[config.mk]
export PLATFORM = sky130hd
export DESIGN_NAME = ddc_rate_header_decoder
export DESIGN_NICKNAME = d
export VERILOG_FILES = /design/src/rtl/drhd_pkg.sv /design/src/rtl/drhd_decode.sv /design/src/rtl/ddc_rate_header_decoder.sv
export SDC_FILE = /design/constraint.sdc
export NUM_CORES = 1
export LEC_CHECK = 0
export BUFFER_PORTS_ARGS = -buffer_cell sky130_fd_sc_hd__clkbuf_2
export CORE_ASPECT_RATIO = 2
export CORE_MARGIN = 2
export CORE_UTILIZATION = 40
export CTS_BUF_LIST = sky130_fd_sc_hd__clkbuf_4 sky130_fd_sc_hd__clkbuf_8 sky130_fd_sc_hd__clkbuf_16
export CTS_CLUSTER_SIZE = 14
export DETAILED_ROUTE_END_ITERATION = 12
export SYNTH_ARGS = -nofsm -noshare
export SYNTH_HDL_FRONTEND = slang
export SYNTH_SLANG_ARGS = --single-unit
[constraint.sdc]
create_clock -name clk -period 7 [get_ports clk]
set_clock_uncertainty 0.15 [all_clocks]
set_input_delay 1.4 -clock clk [delete_from_list [all_inputs] [get_ports clk]]
set_output_delay 1.4 -clock clk [all_outputs]
set_load 0.1 [all_outputs]
[src/rtl/drhd_pkg.sv]
package drhd_pkg;

	localparam int HEADER_W   = 32;
	localparam int CODE_W     = 3;
	localparam int NUM_SLOTS  = 10;
	// one field past the last slot: rate of an interleaved last channel
	localparam int NUM_FIELDS = NUM_SLOTS + 1;
	localparam int PAD_W      = NUM_FIELDS * CODE_W - HEADER_W;
	localparam int COUNT_W    = 7;
	localparam int TOTAL_W    = 9;
	localparam int RESULT_W   = NUM_SLOTS * COUNT_W + TOTAL_W;
	localparam int M_TDATA_W  = ((RESULT_W + 7) / 8) * 8;
	localparam int M_PAD_W    = M_TDATA_W - RESULT_W;
	localparam int MAX_TOTAL  = 320;

	localparam logic [CODE_W-1:0] INTERLEAVE_CODE = 3'd7;

	typedef logic [CODE_W-1:0]                    code_t;
	typedef logic [COUNT_W-1:0]                   count_t;
	typedef logic [NUM_SLOTS-1:0][COUNT_W-1:0]    count_vec_t;

	typedef struct packed {
		logic [TOTAL_W-1:0] total;
		count_vec_t         counts;
	} result_t;

	function automatic count_t rate_samples(input code_t code);
		count_t n;
		case (code)
			3'd0:    n = 7'd0;
			3'd1:    n = 7'd1;
			3'd2:    n = 7'd2;
			3'd3:    n = 7'd4;
			3'd4:    n = 7'd8;
			3'd5:    n = 7'd16;
			3'd6:    n = 7'd32;
			default: n = 7'd0;
		endcase
		return n;
	endfunction

endpackage

[src/rtl/drhd_decode.sv]
module drhd_decode #(
	parameter int NUM_DDC = 10
) (
	input  logic [drhd_pkg::HEADER_W-1:0] header,
	output drhd_pkg::result_t             result
);
	import drhd_pkg::*;

	logic [NUM_FIELDS*CODE_W-1:0] padded;
	code_t                        field [NUM_FIELDS];
	logic [NUM_SLOTS-1:0]         partner;
	logic [TOTAL_W-1:0]           sum;

	assign padded = {{PAD_W{1'b0}}, header};

	always_comb begin
		for (int f = 0; f < NUM_FIELDS; f++) begin
			field[f] = padded[f*CODE_W +: CODE_W];
		end
	end

	// partner[d]: slot d is the zeroed second half of an interleaved pair
	always_comb begin
		partner[0] = 1'b0;
		for (int d = 0; d < NUM_SLOTS - 1; d++) begin
			partner[d+1] = (d < NUM_DDC) && !partner[d] && (field[d] == INTERLEAVE_CODE);
		end
	end

	always_comb begin
		sum = '0;
		for (int d = 0; d < NUM_SLOTS; d++) begin
			if (d >= NUM_DDC || partner[d]) begin
				result.counts[d] = '0;
			end else if (field[d] != INTERLEAVE_CODE) begin
				result.counts[d] = rate_samples(field[d]);
			end else begin
				result.counts[d] = rate_samples(field[d+1]) << 1;
			end
			sum = sum + TOTAL_W'(result.counts[d]);
		end
		result.total = sum;
	end

endmodule

[src/rtl/ddc_rate_header_decoder.sv]
// channel   dir  payload
// s_*       in   tdata[31:0] header
// m_*       out  tdata[69:0] count_ddc0..9 (7 bits each), [78:70] total_samples
//
// Two register stages: header register, then decode into the result register.
// One header per cycle sustained while m_tready stays high; the decode is one pass of
// a short 10-slot pair chain plus a 10-input narrow add.
// arst_n clears both stage valids; payload registers are not reset.
// A stall on m_tready holds the result and backs up into s_tready within the
// same cycle once both stages are full.
module ddc_rate_header_decoder #(
	parameter int NUM_DDC = 10
) (
	input  logic                           clk,
	input  logic                           arst_n,
	input  logic                           s_tvalid,
	output logic                           s_tready,
	input  logic [drhd_pkg::HEADER_W-1:0]  s_tdata,  // header
	output logic                           m_tvalid,
	input  logic                           m_tready,
	output logic [drhd_pkg::M_TDATA_W-1:0] m_tdata   // count_ddc0..count_ddc9, total_samples, pad
);
	import drhd_pkg::*;

	logic                valid_s1;
	logic [HEADER_W-1:0] header_s1;
	logic                valid_s2;
	result_t             result_s2;
	result_t             decoded;
	logic                adv_s2;
	logic                adv_s1;

	assign adv_s2   = !valid_s2 || m_tready;
	assign adv_s1   = !valid_s1 || adv_s2;
	assign s_tready = adv_s1;

	always_ff @(posedge clk or negedge arst_n) begin
		if (!arst_n) begin
			valid_s1 <= 1'b0;
			valid_s2 <= 1'b0;
		end else begin
			if (adv_s1) valid_s1 <= s_tvalid;
			if (adv_s2) valid_s2 <= valid_s1;
		end
	end

	always_ff @(posedge clk) begin
		if (adv_s1 && s_tvalid) header_s1 <= s_tdata;
		if (adv_s2 && valid_s1) result_s2 <= decoded;
	end

	drhd_decode #(.NUM_DDC(NUM_DDC)) u_decode (
		.header (header_s1),
		.result (decoded)
	);

	assign m_tvalid = valid_s2;
	assign m_tdata  = {{M_PAD_W{1'b0}}, result_s2};

	a_stall_cause: assert property (@(posedge clk) disable iff (!arst_n)
		!s_tready |-> (valid_s1 && valid_s2 && !m_tready))
		else $error("input stalled without a full, blocked pipeline");

	a_stage_fill: assert property (@(posedge clk) disable iff (!arst_n)
		(s_tvalid && s_tready) |=> valid_s1)
		else $error("accepted transaction not held in header stage");

	a_total_range: assert property (@(posedge clk) disable iff (!arst_n)
		valid_s2 |-> (result_s2.total <= TOTAL_W'(MAX_TOTAL)))
		else $error("frame total out of range");

endmodule
==> flow_summary.toml <==
[worst_setup_path]
cp-startpoint = "header_s1[5]$_DFFE_PP_"
slowest_delay_ns = 0.55
cpMaxStageDelayCell = "edfxtp_1"
path_cells = "inv_1, nand3b_1, nor2_1, o21ai_0, inv_1, ha_1, a21o_1, a21oi_1, o21ai_0, nor2_1, xnor2_1, fa_1, fa_1, inv_1, fa_1, fa_1, inv_1, ha_1, o21ai_0, o21bai_1, a21oi_1, xnor2_1"
crit_buf_inv = 4
arrival_ns = 5.99
cp-end-kind = "flop"
path_class = "flop to flop"
cp.required_ns = 6.95
crit_fanout = 12
r2r_start = "header_s1[5]$_DFFE_PP_"
r2r_slack_ns = 0.96
path_delay_family = "adder cells"
start_kind = "flop"

[synth]
ys.flop_type = "edfxtp_1"
async_flop_share_pct = 1.79
synth_cells = 543
synth_edf_count = 110
synth-seq-cells = 112
yosys.cell_types.count = 51
yosysSeqAreaShare_pct = 51.5
synth_warnings = 0
syn_avg_cell_area_um2 = 12.0
synth_area_um2 = 6520

[pwr]
vdd_drop_max_mv = 0.131
p_leak_uw = 0.00322
power_uw = 2240
power_density_nw_per_um2 = 297

[placed_design]
gp_congestion = 0.833
portBuffers = 115
place_hpwl_um = 10400
dp_slack_ns = 0.975
place_inst = 837

[finish]
post_route_cells_drive_above_1_share_pct = 21.9
syn_to_final_growth_pct = 15.8
final_common_cell = "clkbuf_2"
layout_common_cells = "115 x clkbuf_2, 110 x edfxtp_1, 74 x inv_1"
finalNonFillerCells = 853
finish.net_count = 746
fin_util_pct = 46.9
n_antenna_cell = 0

[clock_tree]
cts_buffer_depth = 2
ctsHoldBuffers = 0
post_cts_buffers = 0
insertion_delay_ns = 0.35
clock-sinks = 112
numCtsBuffers = 9
cts_tree = "built"
cts.clk_slew.worst_paths_ns = 0.07
root_buffer = "clkbuf_16"
cts_max_level = 3
cts_resized = 0

[routing]
drtPass1Iterations = 5
wl_um = 13400
ant_nets = 0
wl_per_cell_um = 15.8
drc = 0
dr_total_vias = 4262
viasPerCell = 5.00
drt_iter0_markers = 280

[sta]
clock.fmax_mhz = 166
worst_pin_slew_ns = 0.995
period_needed_ns = 6.04
finalHoldViolCount = 0
rsz0062_at_grt = "no"
finalSetupViolations = 0
finalCritPeriodShare_pct = 86.3
relSlewSlack_pct = 33.7
worst_slack_ns = 0.960
fin_setup_tns_ns = 0
slew_viol_final = 0

[grt]
grt_usage_pct = 16.1
grt_first_pass_wirelength_um = 21300
grtUsageMet2_pct = 26.3
grt.overflow.total = 0
met3_usage_pct = 2.25
grt_pass1_vias = 4110
met1_usage_pct = 21.6
top_usage_layer = "met2"
antenna_found_initial = 0
grt_start_max_net_pins = 79

[worst_hold_path]
hp-start = "valid_s1$_DFFE_PN0N_"
hold_class = "flop to flop"

[outcome]
outcome = "finished clean"

[floorplanning]
rows = 66
core_area_um2 = 16100
initial_core_util_pct = 40.5
io_pins = 118
die_x_um = 94.3
dieArea_um2 = 17400
die_h_um = 185

[job]
max-cap-violations = 0
==> sequential cells by signal, indices dropped and copies added (netlist names) <==
name	cells
header_s1	32
m_tdata	78
valid_s1	1
m_tvalid	1
==> worst register-to-register path, stage by stage, from the launching register on <==
cell and delay [ns]:
edfxtp_1 0.55, inv_1 0.16, nand3b_1 0.13, nor2_1 0.05
o21ai_0 0.34, inv_1 0.13, ha_1 0.30, a21o_1 0.17
a21oi_1 0.21, o21ai_0 0.17, nor2_1 0.15, xnor2_1 0.16
fa_1 0.49, fa_1 0.54, inv_1 0.05, fa_1 0.51
fa_1 0.54, inv_1 0.04, ha_1 0.33, o21ai_0 0.23
o21bai_1 0.09, a21oi_1 0.17, xnor2_1 0.10
==> final cells by class <==
type	count	area, µm²
clock inverter	7	76.3
inverter	74	278
timing repair buffer	117	591
multi-input combinational	330	2770
sequential	112	3350
tap	204	255
fill	1493	8560
clock buffer	9	225
==> power by group <==
group	switching [µW]	internal (µW)
Clock	232	281
Sequential	43.3	835
Combinational	644	206
==> cell usage after synthesis (3+ instances only) <==
cell type	number	area [µm²]
edfxtp_1	110	3300
inv_1	74	278
fa_1	47	941
nand2_1	37	139
nor2_1	30	113
o21ai_0	23	115
clkbuf_1	21	78.8
nand3_1	20	100
ha_1	19	238
and3_1	16	100
a21oi_1	13	65.1
nor3_1	13	65.1
nand2b_1	10	62.6
nand4_1	10	62.6
nor3b_1	8	60.1
xnor2_1	8	70.1
and2_1	7	43.8
nand3b_1	7	52.6
and4_1	6	52.6
o22ai_1	6	37.5
a211oi_1	5	37.5
nor2b_1	5	31.3
o21a_1	4	30.0
o21bai_1	3	22.5
or3_1	3	18.8
==> worst paths after layout <==
kind | end | cells after the start
setup / recovery | m_tdata[78]$_DFFE_PP_ | 22
hold / removal | m_tvalid$_DFFE_PN0P_ | 1
setup reg to reg | m_tdata[78]$_DFFE_PP_ | 22
hold reg to reg | m_tvalid$_DFFE_PN0P_ | 1
max in group asynchronous | m_tvalid$_DFFE_PN0P_ | 1
min in group asynchronous | valid_s1$_DFFE_PN0N_ | 1
==> logic make-up after synthesis <==
family | Yosys count | synth area share (%)
AOI/OAI and AO/OA | 67 | 6.95
xor gates and xnor gates | 10 | 1.34
adders and majority gates | 66 | 18.1
buffers and inverters | 102 | 6.18
DFF | 112 | 51.5
muxes | 1 | 0.154
other | 1 | 0.0575
and+or+nand+nor | 184 | 15.8
==> routing by layer <==
metal	vias to the layer above	part of all wire, %
met4	0	2.2
met3	17	4.5
met1	2027	44
met5	-	0
met2	130	49
li1	2088	-
==> metrics by stage <==
step	hold WS (ns)	cell area (µm²)
2_1_floorplan	0.299	6520
3_3_place_gp	0.321	7240
3_5_place_dp	0.332	7240
4_1_cts	0.339	7540
5_1_grt	0.393	7540
6_report	0.339	7540
(Power assumes the default switching activity.)
